--- config.mk ---
export PLATFORM = sky130hd
export DESIGN_NAME = disk_seek_scheduler
export DESIGN_NICKNAME = d
export VERILOG_FILES = /design/src/rtl/core/dss_pkg.sv /design/src/rtl/core/dss_datapath.sv /design/src/rtl/core/dss_ctrl.sv /design/src/rtl/core/disk_seek_scheduler.sv
export SDC_FILE = /design/constraint.sdc
export NUM_CORES = 1
export LEC_CHECK = 0
export BUFFER_PORTS_ARGS = -buffer_cell sky130_fd_sc_hd__buf_2
export CAP_MARGIN = 5
export CORE_UTILIZATION = 35
export DETAILED_ROUTE_END_ITERATION = 8
export GPL_TIMING_DRIVEN = 0
export PLACE_DENSITY = 0.48
export SLEW_MARGIN = 20
export SYNTH_ARGS = -nofsm -noshare
export SYNTH_HDL_FRONTEND = slang
export SYNTH_SLANG_ARGS = --single-unit
--- constraint.sdc ---
create_clock -name clk -period 9.9 [get_ports clk]
set_clock_uncertainty 0.1 [all_clocks]
set_input_delay 0.99 -clock clk [delete_from_list [all_inputs] [get_ports clk]]
set_output_delay 0.99 -clock clk [all_outputs]
set_load 0.1 [all_outputs]
--- src/rtl/core/dss_pkg.sv ---
package dss_pkg;

  localparam int MAX_REQ = 16;
  localparam int IDX_W   = $clog2(MAX_REQ);
  localparam int CNT_W   = $clog2(MAX_REQ + 1);
  localparam int TRK_W   = 7;
  localparam int SEEK_W  = 11;
  localparam int MODE_W  = 3;

  localparam logic [TRK_W-1:0]  TOP_TRACK = 7'd99;
  localparam logic [SEEK_W-1:0] SEEK_MAX  = 11'd2047;

  localparam logic [MODE_W-1:0] MODE_FCFS  = 3'd0;
  localparam logic [MODE_W-1:0] MODE_SSTF  = 3'd1;
  localparam logic [MODE_W-1:0] MODE_SCAN  = 3'd2;
  localparam logic [MODE_W-1:0] MODE_CSCAN = 3'd3;
  localparam logic [MODE_W-1:0] MODE_CLOOK = 3'd4;

  localparam logic REG_MODE  = 1'b0;
  localparam logic REG_START = 1'b1;

  localparam logic [1:0] DIR_ANY   = 2'd0;
  localparam logic [1:0] DIR_ABOVE = 2'd1;
  localparam logic [1:0] DIR_BELOW = 2'd2;

  localparam logic [1:0] KEY_DIST  = 2'd0;
  localparam logic [1:0] KEY_ZERO  = 2'd1;
  localparam logic [1:0] KEY_TRACK = 2'd2;

  typedef struct packed {
    logic             load;
    logic             init;
    logic             scan_start;
    logic             scan_step;
    logic [1:0]       dir;
    logic [1:0]       key;
    logic             stage;
    logic             stage_pick;
    logic [TRK_W-1:0] stage_trk;
    logic             stage_req;
    logic             jump;
    logic             floor0;
    logic             flush;
    logic             clear;
  } dss_cmd_t;

  typedef struct packed {
    logic              found;
    logic              scan_last;
    logic              all_served;
    logic              head_zero;
    logic              head_top;
    logic              out_free;
    logic              hold_v;
    logic [MODE_W-1:0] mode;
  } dss_stat_t;

  function automatic logic [TRK_W-1:0] clamp_trk(input logic [TRK_W-1:0] t);
    clamp_trk = (t > TOP_TRACK) ? TOP_TRACK : t;
  endfunction

  function automatic logic [TRK_W-1:0] trk_dist(input logic [TRK_W-1:0] a,
                                                 input logic [TRK_W-1:0] b);
    trk_dist = (a > b) ? (a - b) : (b - a);
  endfunction

endpackage

--- src/rtl/core/dss_datapath.sv ---
module dss_datapath
  import dss_pkg::*;
(
  input  logic                clk,
  input  logic                rst_n,
  input  dss_cmd_t            cmd,
  output dss_stat_t           stat,
  input  logic [TRK_W-1:0]    in_trk,
  input  logic                cfg_we,
  input  logic                cfg_addr,
  input  logic [TRK_W-1:0]    cfg_wdata,
  output logic                out_valid,
  input  logic                out_ready,
  output logic [TRK_W-1:0]    out_trk,
  output logic [SEEK_W-1:0]   out_seek,
  output logic                out_req,
  output logic                out_last
);

  logic [TRK_W-1:0]   store_r [MAX_REQ];
  logic [CNT_W-1:0]   count_r, count_nxt;
  logic [MAX_REQ-1:0] served_r, served_nxt;
  logic [TRK_W-1:0]   head_r, head_nxt;
  logic [SEEK_W-1:0]  travel_r, travel_nxt;
  logic [TRK_W-1:0]   floor_r, floor_nxt;
  logic [MODE_W-1:0]  mode_r, mode_nxt;
  logic [TRK_W-1:0]   start_r, start_nxt;
  logic [IDX_W-1:0]   idx_r, idx_nxt;
  logic               found_r, found_nxt;
  logic [IDX_W-1:0]   best_idx_r, best_idx_nxt;
  logic [TRK_W-1:0]   best_trk_r, best_trk_nxt;
  logic [TRK_W-1:0]   best_key_r, best_key_nxt;
  logic               hold_v_r, hold_v_nxt;
  logic [TRK_W-1:0]   hold_trk_r, hold_trk_nxt;
  logic [SEEK_W-1:0]  hold_seek_r, hold_seek_nxt;
  logic               hold_req_r, hold_req_nxt;
  logic               out_valid_r, out_valid_nxt;
  logic [TRK_W-1:0]   out_trk_r, out_trk_nxt;
  logic [SEEK_W-1:0]  out_seek_r, out_seek_nxt;
  logic               out_req_r, out_req_nxt;
  logic               out_last_r, out_last_nxt;

  logic               store_we;
  logic [TRK_W-1:0]   cur_trk;
  logic               elig;
  logic [TRK_W-1:0]   cur_key;
  logic [TRK_W-1:0]   stage_t;
  logic [TRK_W-1:0]   mv_trk;
  logic [SEEK_W:0]    seek_sum;
  logic [SEEK_W-1:0]  seek_sat;
  logic [MAX_REQ-1:0] full_mask;

  assign cur_trk = store_r[idx_r];
  assign stage_t = cmd.stage_pick ? best_trk_r : cmd.stage_trk;
  assign mv_trk  = cmd.jump ? best_trk_r : stage_t;
  assign seek_sum = {1'b0, travel_r} + {{(SEEK_W-TRK_W+1){1'b0}}, trk_dist(head_r, mv_trk)};
  assign seek_sat = seek_sum[SEEK_W] ? SEEK_MAX : seek_sum[SEEK_W-1:0];

  always_comb begin
    for (int i = 0; i < MAX_REQ; i++) begin
      full_mask[i] = (CNT_W'(i) < count_r);
    end
  end

  always_comb begin
    elig = !served_r[idx_r];
    if (cmd.dir == DIR_ABOVE && cur_trk < floor_r) elig = 1'b0;
    if (cmd.dir == DIR_BELOW && cur_trk > floor_r) elig = 1'b0;
    case (cmd.key)
      KEY_ZERO:  cur_key = '0;
      KEY_TRACK: cur_key = cur_trk;
      default:   cur_key = trk_dist(head_r, cur_trk);
    endcase
  end

  always_comb begin
    count_nxt     = count_r;
    served_nxt    = served_r;
    head_nxt      = head_r;
    travel_nxt    = travel_r;
    floor_nxt     = floor_r;
    mode_nxt      = mode_r;
    start_nxt     = start_r;
    idx_nxt       = idx_r;
    found_nxt     = found_r;
    best_idx_nxt  = best_idx_r;
    best_trk_nxt  = best_trk_r;
    best_key_nxt  = best_key_r;
    hold_v_nxt    = hold_v_r;
    hold_trk_nxt  = hold_trk_r;
    hold_seek_nxt = hold_seek_r;
    hold_req_nxt  = hold_req_r;
    out_valid_nxt = out_valid_r;
    out_trk_nxt   = out_trk_r;
    out_seek_nxt  = out_seek_r;
    out_req_nxt   = out_req_r;
    out_last_nxt  = out_last_r;
    store_we      = 1'b0;

    if (cfg_we) begin
      if (cfg_addr == REG_MODE) mode_nxt = cfg_wdata[MODE_W-1:0];
      else start_nxt = cfg_wdata;
    end

    if (out_valid_r && out_ready) out_valid_nxt = 1'b0;

    if (cmd.load && count_r < CNT_W'(MAX_REQ)) begin
      store_we  = 1'b1;
      count_nxt = count_r + 1'b1;
    end

    if (cmd.init) begin
      head_nxt   = clamp_trk(start_r);
      floor_nxt  = clamp_trk(start_r);
      travel_nxt = '0;
      served_nxt = '0;
      hold_v_nxt = 1'b0;
    end

    if (cmd.scan_start) begin
      idx_nxt   = '0;
      found_nxt = 1'b0;
    end

    if (cmd.scan_step) begin
      idx_nxt = idx_r + 1'b1;
      if (elig && (!found_r || cur_key < best_key_r)) begin
        found_nxt    = 1'b1;
        best_idx_nxt = idx_r;
        best_trk_nxt = cur_trk;
        best_key_nxt = cur_key;
      end
    end

    if (cmd.stage) begin
      if (hold_v_r) begin
        out_valid_nxt = 1'b1;
        out_trk_nxt   = hold_trk_r;
        out_seek_nxt  = hold_seek_r;
        out_req_nxt   = hold_req_r;
        out_last_nxt  = 1'b0;
      end
      hold_v_nxt    = 1'b1;
      hold_trk_nxt  = stage_t;
      hold_seek_nxt = seek_sat;
      hold_req_nxt  = cmd.stage_req;
      travel_nxt    = seek_sat;
      head_nxt      = stage_t;
      if (cmd.stage_pick) served_nxt[best_idx_r] = 1'b1;
    end

    if (cmd.jump) begin
      travel_nxt = seek_sat;
      head_nxt   = best_trk_r;
    end

    if (cmd.floor0) floor_nxt = '0;

    if (cmd.flush && hold_v_r) begin
      out_valid_nxt = 1'b1;
      out_trk_nxt   = hold_trk_r;
      out_seek_nxt  = hold_seek_r;
      out_req_nxt   = hold_req_r;
      out_last_nxt  = 1'b1;
      hold_v_nxt    = 1'b0;
    end

    if (cmd.clear) begin
      count_nxt  = '0;
      served_nxt = '0;
    end
  end

  always_ff @(posedge clk) begin
    if (store_we) store_r[count_r[IDX_W-1:0]] <= clamp_trk(in_trk);
    best_idx_r  <= best_idx_nxt;
    best_trk_r  <= best_trk_nxt;
    best_key_r  <= best_key_nxt;
    idx_r       <= idx_nxt;
    hold_trk_r  <= hold_trk_nxt;
    hold_seek_r <= hold_seek_nxt;
    hold_req_r  <= hold_req_nxt;
    out_trk_r   <= out_trk_nxt;
    out_seek_r  <= out_seek_nxt;
    out_req_r   <= out_req_nxt;
    out_last_r  <= out_last_nxt;
    if (!rst_n) begin
      count_r     <= '0;
      served_r    <= '0;
      head_r      <= '0;
      travel_r    <= '0;
      floor_r     <= '0;
      mode_r      <= MODE_FCFS;
      start_r     <= '0;
      found_r     <= 1'b0;
      hold_v_r    <= 1'b0;
      out_valid_r <= 1'b0;
    end else begin
      count_r     <= count_nxt;
      served_r    <= served_nxt;
      head_r      <= head_nxt;
      travel_r    <= travel_nxt;
      floor_r     <= floor_nxt;
      mode_r      <= mode_nxt;
      start_r     <= start_nxt;
      found_r     <= found_nxt;
      hold_v_r    <= hold_v_nxt;
      out_valid_r <= out_valid_nxt;
    end
  end

  assign stat.found      = found_r;
  assign stat.scan_last  = ({1'b0, idx_r} == count_r - 1'b1);
  assign stat.all_served = (served_r == full_mask);
  assign stat.head_zero  = (head_r == '0);
  assign stat.head_top   = (head_r == TOP_TRACK);
  assign stat.out_free   = !out_valid_r || out_ready;
  assign stat.hold_v     = hold_v_r;
  assign stat.mode       = mode_r;

  assign out_valid = out_valid_r;
  assign out_trk   = out_trk_r;
  assign out_seek  = out_seek_r;
  assign out_req   = out_req_r;
  assign out_last  = out_last_r;

endmodule

--- src/rtl/core/dss_ctrl.sv ---
module dss_ctrl
  import dss_pkg::*;
(
  input  logic      clk,
  input  logic      rst_n,
  input  logic      in_valid,
  input  logic      in_last,
  output logic      in_ready,
  input  dss_stat_t stat,
  output dss_cmd_t  cmd
);

  localparam logic [2:0] ST_LOAD  = 3'd0;
  localparam logic [2:0] ST_INIT  = 3'd1;
  localparam logic [2:0] ST_SBEG  = 3'd2;
  localparam logic [2:0] ST_SCAN  = 3'd3;
  localparam logic [2:0] ST_PICK  = 3'd4;
  localparam logic [2:0] ST_ETOP  = 3'd5;
  localparam logic [2:0] ST_EZERO = 3'd6;
  localparam logic [2:0] ST_FLUSH = 3'd7;

  localparam logic [1:0] PH_FIRST  = 2'd0;
  localparam logic [1:0] PH_SECOND = 2'd1;
  localparam logic [1:0] PH_MIN    = 2'd2;

  logic [2:0] state_r, state_nxt;
  logic [1:0] phase_r, phase_nxt;
  logic       can_stage;

  assign in_ready  = (state_r == ST_LOAD);
  assign can_stage = !stat.hold_v || stat.out_free;

  always_comb begin
    state_nxt       = state_r;
    phase_nxt       = phase_r;
    cmd.load        = 1'b0;
    cmd.init        = 1'b0;
    cmd.scan_start  = 1'b0;
    cmd.scan_step   = 1'b0;
    cmd.stage       = 1'b0;
    cmd.stage_pick  = 1'b0;
    cmd.stage_trk   = '0;
    cmd.stage_req   = 1'b0;
    cmd.jump        = 1'b0;
    cmd.floor0      = 1'b0;
    cmd.flush       = 1'b0;
    cmd.clear       = 1'b0;
    case (stat.mode)
      MODE_SSTF: begin
        cmd.dir = DIR_ANY;
        cmd.key = KEY_DIST;
      end
      MODE_SCAN: begin
        cmd.dir = (phase_r == PH_FIRST) ? DIR_BELOW : DIR_ABOVE;
        cmd.key = KEY_DIST;
      end
      MODE_CSCAN, MODE_CLOOK: begin
        cmd.dir = (phase_r == PH_MIN) ? DIR_ANY : DIR_ABOVE;
        cmd.key = (phase_r == PH_MIN) ? KEY_TRACK : KEY_DIST;
      end
      default: begin
        cmd.dir = DIR_ANY;
        cmd.key = KEY_ZERO;
      end
    endcase
    case (state_r)
      ST_LOAD: begin
        if (in_valid) begin
          cmd.load = 1'b1;
          if (in_last) state_nxt = ST_INIT;
        end
      end
      ST_INIT: begin
        cmd.init  = 1'b1;
        phase_nxt = PH_FIRST;
        state_nxt = ST_SBEG;
      end
      ST_SBEG: begin
        cmd.scan_start = 1'b1;
        state_nxt      = ST_SCAN;
      end
      ST_SCAN: begin
        cmd.scan_step = 1'b1;
        if (stat.scan_last) state_nxt = ST_PICK;
      end
      ST_PICK: begin
        if (stat.found) begin
          if (phase_r == PH_MIN) begin
            cmd.jump   = 1'b1;
            cmd.floor0 = 1'b1;
            phase_nxt  = PH_SECOND;
            state_nxt  = ST_SBEG;
          end else if (can_stage) begin
            cmd.stage      = 1'b1;
            cmd.stage_pick = 1'b1;
            cmd.stage_req  = 1'b1;
            state_nxt      = ST_SBEG;
          end
        end else if (phase_r != PH_FIRST || stat.all_served) begin
          state_nxt = ST_FLUSH;
        end else begin
          case (stat.mode)
            MODE_SCAN: begin
              if (stat.head_zero) begin
                cmd.floor0 = 1'b1;
                phase_nxt  = PH_SECOND;
                state_nxt  = ST_SBEG;
              end else begin
                state_nxt = ST_EZERO;
              end
            end
            MODE_CSCAN: state_nxt = stat.head_top ? ST_EZERO : ST_ETOP;
            MODE_CLOOK: begin
              phase_nxt = PH_MIN;
              state_nxt = ST_SBEG;
            end
            default: state_nxt = ST_FLUSH;
          endcase
        end
      end
      ST_ETOP: begin
        if (can_stage) begin
          cmd.stage     = 1'b1;
          cmd.stage_trk = TOP_TRACK;
          state_nxt     = ST_EZERO;
        end
      end
      ST_EZERO: begin
        if (can_stage) begin
          cmd.stage  = 1'b1;
          cmd.floor0 = 1'b1;
          phase_nxt  = PH_SECOND;
          state_nxt  = ST_SBEG;
        end
      end
      ST_FLUSH: begin
        if (can_stage) begin
          cmd.flush = 1'b1;
          cmd.clear = 1'b1;
          state_nxt = ST_LOAD;
        end
      end
      default: state_nxt = ST_LOAD;
    endcase
  end

  always_ff @(posedge clk) begin
    if (!rst_n) begin
      state_r <= ST_LOAD;
      phase_r <= PH_FIRST;
    end else begin
      state_r <= state_nxt;
      phase_r <= phase_nxt;
    end
  end

endmodule

--- src/rtl/core/disk_seek_scheduler.sv ---
// channel | dir | handshake          | payload
// in      | in  | in_tvalid/tready   | tdata: track[6:0]; tlast: last_request
// out     | out | out_tvalid/tready  | tdata: head_track[6:0], total_seek[17:7];
//         |     |                    | tuser: is_request; tlast: end_of_run
// cfg     | in  | cfg_we             | cfg_addr 0 mode, 1 start_track
// Requests load one word a cycle while in the load state. Each visit scans
// every stored request, one entry a cycle, plus a further scan for the
// C-LOOK jump. One visit is held back to mark the end of the run.
// Reset clears the batch and the state registers, not the data registers; the output register decouples stalls.
module disk_seek_scheduler
  import dss_pkg::*;
(
  input  logic        clk,
  input  logic        rst_n,
  input  logic        in_tvalid,
  output logic        in_tready,
  input  logic [7:0]  in_tdata,   // track[6:0], pad[7]
  input  logic        in_tlast,
  output logic        out_tvalid,
  input  logic        out_tready,
  output logic [23:0] out_tdata,  // head_track[6:0], total_seek[17:7], pad[23:18]
  output logic        out_tuser,  // is_request
  output logic        out_tlast,
  input  logic        cfg_we,
  input  logic        cfg_addr,
  input  logic [6:0]  cfg_wdata
);

  dss_cmd_t          cmd;
  dss_stat_t         stat;
  logic [TRK_W-1:0]  o_trk;
  logic [SEEK_W-1:0] o_seek;

  dss_ctrl u_ctrl (
    .clk      (clk),
    .rst_n    (rst_n),
    .in_valid (in_tvalid),
    .in_last  (in_tlast),
    .in_ready (in_tready),
    .stat     (stat),
    .cmd      (cmd)
  );

  dss_datapath u_dp (
    .clk       (clk),
    .rst_n     (rst_n),
    .cmd       (cmd),
    .stat      (stat),
    .in_trk    (in_tdata[TRK_W-1:0]),
    .cfg_we    (cfg_we),
    .cfg_addr  (cfg_addr),
    .cfg_wdata (cfg_wdata),
    .out_valid (out_tvalid),
    .out_ready (out_tready),
    .out_trk   (o_trk),
    .out_seek  (o_seek),
    .out_req   (out_tuser),
    .out_last  (out_tlast)
  );

  assign out_tdata = {6'd0, o_seek, o_trk};

endmodule
======== After elaboration in Yosys (flattened, before gate mapping) ========
Memory sizes are Yosys's and may differ from the RTL's. A register that Yosys moved wholly into a read port is not among the register bits.
Cells that the tools add are included.
word-level totals
  flip-flop bits (word level) ............. 125
  RAM bits ................................ 112
  input bits .............................. 22
  logic and storage cells ................. 224
  memories kept ........................... 1
memory list
  name          words  width  rd ports  clocked after memory_dff  wr ports  line                text
  u_dp.store_r  16     7      1         1                         1         dss_datapath.sv:20  logic [TRK_W-1:0] store_r [MAX_REQ];
operators by class
  add/subtract/negate cells ............... 8
  order comparisons ....................... 27
  eq/ne operators ......................... 29
  muxes and demuxes ....................... 93
  bitwise operators ....................... 5
  reduce and logical (&&, ||, !) cells .... 38
operators by type and width
  kind                number
  $mux 7              14
  $mux 11             7
  $mux 16             3
  $lt 4x5->1 const A  8
  $mux 1              33
  $mux 3              10
  $sub 7x7->7         4
  $mux 2              13
  $pmux 3 s8          1
  $gt 7x7->1          3
  $lt 3x5->1 const A  4
  $eq 16x16->1        1
  $or 16x16->16       1
  $eq 3x3->1 const B  5
  $gt 7x7->1 const B  2
  $lt 7x7->1          2
  $pmux 7 s2          1
  $add 11x7->12       1
  $eq 3x2->1 const B  4
  $mux 4              3
  $pmux 4 s3          1
  $lt 1x5->1 const A  2
  $lt 2x5->1 const A  2
  $lt 4x5->1 const B  2
  35 further kinds    73

======== Logic depth before layout (Yosys ltp) ========
  depth in word-level cells ............... 15
  mapped depth ............................ 24
  gate-level depth less buffers ........... 23

======== Hierarchy ========
Synthesis repeated with hierarchy kept, for this count alone.
unflattened totals
  cells, all modules ...................... 1064
  area, all modules ....................... 12426.9 µm²
by module, submodules not included
  module               instances  cells an instance  area an instance (µm²)  seq. area each (µm²)
  dss_datapath         1          962                11690.0                 6446.2
  dss_ctrl             1          95                 688.2                   100.1
  disk_seek_scheduler  1          7                  48.8                    0.0

======== Worst setup path before layout ========
OpenSTA, ideal clock, no wires.
  path kind ............................... register to register
  start ................................... register u_dp.out_valid_r (netlist: u_dp.out_valid)
  end ..................................... register u_dp.hold_seek_r[8], data pin
  library setup time ...................... 0.264 ns
  arrival time ............................ 5.354 ns
  data required time ...................... 9.536 ns
  setup slack ............................. 4.182 ns
  cell stages (with the launch flop) ...... 21
  cell sequence ........................... dfxtp_1 > and3_1 > clkbuf_1 > a21oi_1 > a21oi_1 > inv_1 > ha_1 > nor2b_1 > o31ai_1 > a2111oi_0 > o21ai_2 > mux2_2 > a311oi_1 > xnor2_1 > ha_1 > a21boi_0 > o21ai_0 > a21boi_0 > o21ai_0 > xor2_1 > nand2_1
on the way
  cells in the longest elaborated chain, start to end .. 13
ends and longest elaborated chain
  item                                              line                 text
  start: declaration                                dss_datapath.sv:37   logic out_valid_r, out_valid_nxt;
  start signal: assignment                          dss_datapath.sv:208  out_valid_r <= out_valid_nxt;
  $logic_not 1->1 *                                 dss_datapath.sv:217  assign stat.out_free = !out_valid_r || out_ready;
  $logic_or 1x1->1 *                                dss_datapath.sv:217
  $logic_or 1x1->1 *                                dss_ctrl.sv:31       assign can_stage = !stat.hold_v || stat.out_free;
  $mux 2                                            dss_ctrl.sv:93       end else if (can_stage) begin
  $mux 2                                            dss_ctrl.sv:88       if (phase_r == PH_MIN) begin
  $mux 2                                            dss_ctrl.sv:87       if (stat.found) begin
  $mux 1                                            dss_ctrl.sv:66       case (state_r)
  $mux 7 *                                          dss_datapath.sv:54   assign stage_t = cmd.stage_pick ? best_trk_r : cmd.stage_trk;
  named net u_dp.stage_t[1]                         dss_datapath.sv:47   logic [TRK_W-1:0] stage_t;
  $mux 7 *                                          dss_datapath.sv:55   assign mv_trk = cmd.jump ? best_trk_r : stage_t;
  $sub 7x7->7 / $gt 7x7->1 (equally long branches)  dss_pkg.sv:64        trk_dist = (a > b) ? (a - b) : (b - a);
  $mux 7 *                                          dss_pkg.sv:64
  $add 11x7->12 *                                   dss_datapath.sv:56   assign seek_sum = {1'b0, travel_r} + {{(SEEK_W-TRK_W+1){1'b0}}, trk_dist(head_r, mv_trk)};
  $mux 11 *                                         dss_datapath.sv:57   assign seek_sat = seek_sum[SEEK_W] ? SEEK_MAX : seek_sum[SEEK_W-1:0];
  named net u_dp.seek_sat[8]                        dss_datapath.sv:50   logic [SEEK_W-1:0] seek_sat;
  end signal: assignment                            dss_datapath.sv:181  hold_seek_r <= hold_seek_nxt;
  end: declaration                                  dss_datapath.sv:35   logic [SEEK_W-1:0] hold_seek_r, hold_seek_nxt;
Mark *: on every way through the listed nets, which the timed path passes. The rest lies on a longest branch.
A chain may end at the register's enable or synchronous reset.

======== Final worst setup path ========
  start ................................... register u_ctrl.state_r[1]
  end ..................................... register u_dp.hold_seek_r[8], data pin
on the way
  cells in the longest elaborated chain, start to end .. 8
ends and longest elaborated chain
  item                                              line                text
  start: declaration                                dss_ctrl.sv:26      logic [2:0] state_r, state_nxt;
  start signal: assignment                          dss_ctrl.sv:152     state_r <= state_nxt;
  $eq 3x3->1                                        dss_ctrl.sv:66
  $mux 7 / $mux 1 (equally long branches)           dss_ctrl.sv:66
  $mux 7 *                                          dss_datapath.sv:54
  named net u_dp.stage_t[1]                         dss_datapath.sv:47
  $mux 7 *                                          dss_datapath.sv:55
  $sub 7x7->7 / $gt 7x7->1 (equally long branches)  dss_pkg.sv:64
  $mux 7 *                                          dss_pkg.sv:64
  $add 11x7->12 *                                   dss_datapath.sv:56
  $mux 11 *                                         dss_datapath.sv:57
  named net u_dp.seek_sat[8]                        dss_datapath.sv:50
Marks and branches as above.

==> flow_metrics.tcl <==
set metrics [dict create \
    synth_async_sr_flop_share_pct 0 \
    ir_drop_v 0.000125 \
    fmax_mhz 150 \
    ys_warn_count 0 \
    synthDistinctLibCells 71 \
    core_um2 32800 \
    finalPower_w 0.00318 \
    cts_setup_buffers 0 \
    drv_slew 0 \
    synth_common_cells "edfxtp_1 (172), nor2_1 (85), dfxtp_1 (69), nand2_1 (65), inv_1 (58)" \
    hold_viol_final 0 \
    routed_wl_um 26800 \
    worst_slew_pin_slew_ps 805 \
    post-route-period-util_pct 67.3 \
    crit_chain "nor3b_1 -> and3_1 -> clkbuf_1 -> nand2_1 -> a21oi_1 -> a21oi_1 -> inv_1 -> ha_1 -> nor2b_1 -> o31ai_1 -> a2111oi_0 -> o21ai_2 -> mux2i_1 -> xor2_1 -> ha_1 -> nor2b_1 -> o21ai_0 -> a21boi_0 -> o21ai_0 -> a21boi_0 -> o21ai_0 -> xor2_1 -> nand2_1" \
    clkLatencyLatePin_ps 550 \
    die_w_um 185 \
    grt_first_pass_wirelength_um 42800 \
    multi_input_area_um2 4770 \
    cpMostUsedCell "o21ai_0" \
    tns_ps 0 \
    seq_area_um2 6550 \
    synth-seq-cells 241 \
    synthCells 976 \
    avgRoutedWirePerCell_um 17.8 \
    yosysTopAreaCellShare_pct 43.9 \
    clock-sinks 241 \
    clk_pin_slew_worst_paths_ps 60 \
    worst-setup-path-type "reg2reg" \
    post_cts_resize_count 0 \
    netlist_area_um2 11800 \
    rsz0062_at_grt "no" \
    yosys-top-cells-area "edfxtp_1 (44%), dfxtp_1 (12%), mux4_2 (7.5%), ha_1 (5.5%), nor2_1 (2.7%)" \
    cts_made_buffers 27 \
    dieArea_um2 34300 \
    rows 66 \
    vias 7707 \
    worst_path_max_delay_cell "nor3b_1" \
    startpoint_type "flip-flop" \
    crit_path_max_incr_delay_ps 540 \
    yosysMostFrequentCell "edfxtp_1" \
    power.density_nw_per_um2 238 \
    vias_per_cell 5.11 \
    finalSetupViolations 0 \
    die_h_um 185 \
    drt_iter0_drc 414 \
    initial_core_util_pct 35.9 \
    pin_count 50 \
    crit_arrival_ps 6840 \
    clockBufferDepth 3 \
    n_fill_cell 3172 \
    cpLargestDelayFamily "compound AO/OA/AOI/OAI gates" \
    crit_buf_inv 2 \
    root_buffer "clkbuf_16" \
    grtUsageTotal_pct 16.1 \
    seq_area_frac_synth_pct 55.6 \
    cts_hold_buf 0 \
    total_leakage_power_nw 4.91 \
    synth_area_per_cell_um2 12.1 \
    port_buffers 40 \
    cts_htree_levels 1 \
    antennaDiodeCount 0 \
    grt_max_degree 29 \
    post-route-drc-count 0 \
    dp_hpwl_um 19800 \
    hold_path.class "reg2reg" \
    place.gp.congestion 0.830 \
    yosys.area.top_type "edfxtp_1" \
    crit_fanout 10 \
    nets 1129 \
    post-route-min-period_ps 6660 \
    grt-ovfl-total 0 \
    max-slew-margin-rel_pct 45.0 \
    synthFlopType "edfxtp_1" \
    status "complete, no violations" \
    antenna_found_initial 0 \
    cts_tree "done" \
    drive_above_1_share_pct 14.2 \
    drtAntennaViolNets 0 \
    end_kind "flip-flop" \
    area_growth_syn_to_layout_pct 13.7 \
    grt_pass1_vias 7513 \
    synth-edff-count 172 \
    firstDrtPassIters 5 \
    maxCapViolations 0 \
    cp_data_required_time_ps 10080 \
]
-- flip-flops by register name, indices dropped and copies added, names as in the netlist, 11 cells and up, named ones only --
| register | flops |
|---|---|
| u_dp.served_r | 16 |
| u_dp.hold_seek_r | 11 |
| u_dp.store_r | 112 |
| u_dp.out_seek | 11 |
| u_dp.travel_r | 11 |
-- per-layer routing --
metal | up-vias | wire, um | global-route usage, %
met4 | 0 | 629 | 4.43
li1 | 3772 | - | -
met2 | 141 | 13000 | 27.5
met1 | 3756 | 12200 | 21.2
met3 | 38 | 1010 | 2.44
met5 | - | 0 | 0
-- kinds of logic after synthesis --
kind of cell             Yosys count  synth area share [%]
flip-flops                       241                  55.6
buffers and inverters            113                  4.12
other                              1                0.0319
multiplexers                      60                  9.31
AND/OR/NAND/NOR                  265                  10.6
AO/OA/AOI/OAI                    208                  11.6
XOR/XNOR                          31                  2.31
adder cells (fa/ha/maj)           57                  6.38
-- metrics by stage --
step                      utilization, %  setup slack [ps]  hold slack (ps)  instances  area (um2)
after floorplan                        -              4180              300        981       11800
after global placement              38.2              2760              300       1463       12500
after detailed placement            38.3              2710              305       1463       12600
after CTS                           40.8              3260              319       1507       13400
after global routing                40.8              2440              323       1507       13400
final                               40.8              3240              317       1507       13400
-- report_power, final --
part           internal (W)  switching [W]
logic              0.000428       0.000610
clock network      0.000553       0.000397
registers           0.00115      0.0000372
total               0.00213        0.00104
-- cell type report --
type	instances	share of cell area [%]
sequential	241	48.9
clock buffer	34	5.25
multi-input combinational	627	35.7
tap	442	4.13
clock inverter	10	0.907
buffer	54	1.97
inverter	59	1.66
timing repair buffer	40	1.50
-- cell usage in the layout, fill, tap and decap left out, types with 5 or more instances in the layout --
cell       instances
edfxtp_1         172
nor2_1            85
dfxtp_1           69
nand2_1           65
inv_1             58
a21oi_1           56
ha_1              52
buf_2             45
o21ai_0           44
clkbuf_1          40
mux4_2            39
clkbuf_16         27
nand3_1           21
nor3_1            18
xor2_1            17
mux2i_1           16
a21o_1            14
a22oi_1           14
xnor2_1           14
nand2b_1          13
and3_1            13
nor2b_1           12
a22o_1            11
a31oi_1            9
buf_4              8
nor4_1             7
o21bai_1           6
o22ai_1            6
o21a_1             6
conb_1             6
nand4_1            5
mux2_2             5
a211oi_1           5
fa_1               5
-- path summary, 6_finish.rpt --
check,cells after the start,slack [ps],startpoint,endpoint
min reg2reg,0,320,u_dp.hold_seek_r[0],u_dp.out_seek[0]
max reg2reg,23,3240,u_ctrl.state_r[1],u_dp.hold_seek_r[8]
min,0,320,u_dp.hold_seek_r[0],u_dp.out_seek[0]
max,23,3240,u_ctrl.state_r[1],u_dp.hold_seek_r[8]
No activity file was read; power rests on OpenSTA's default activity.
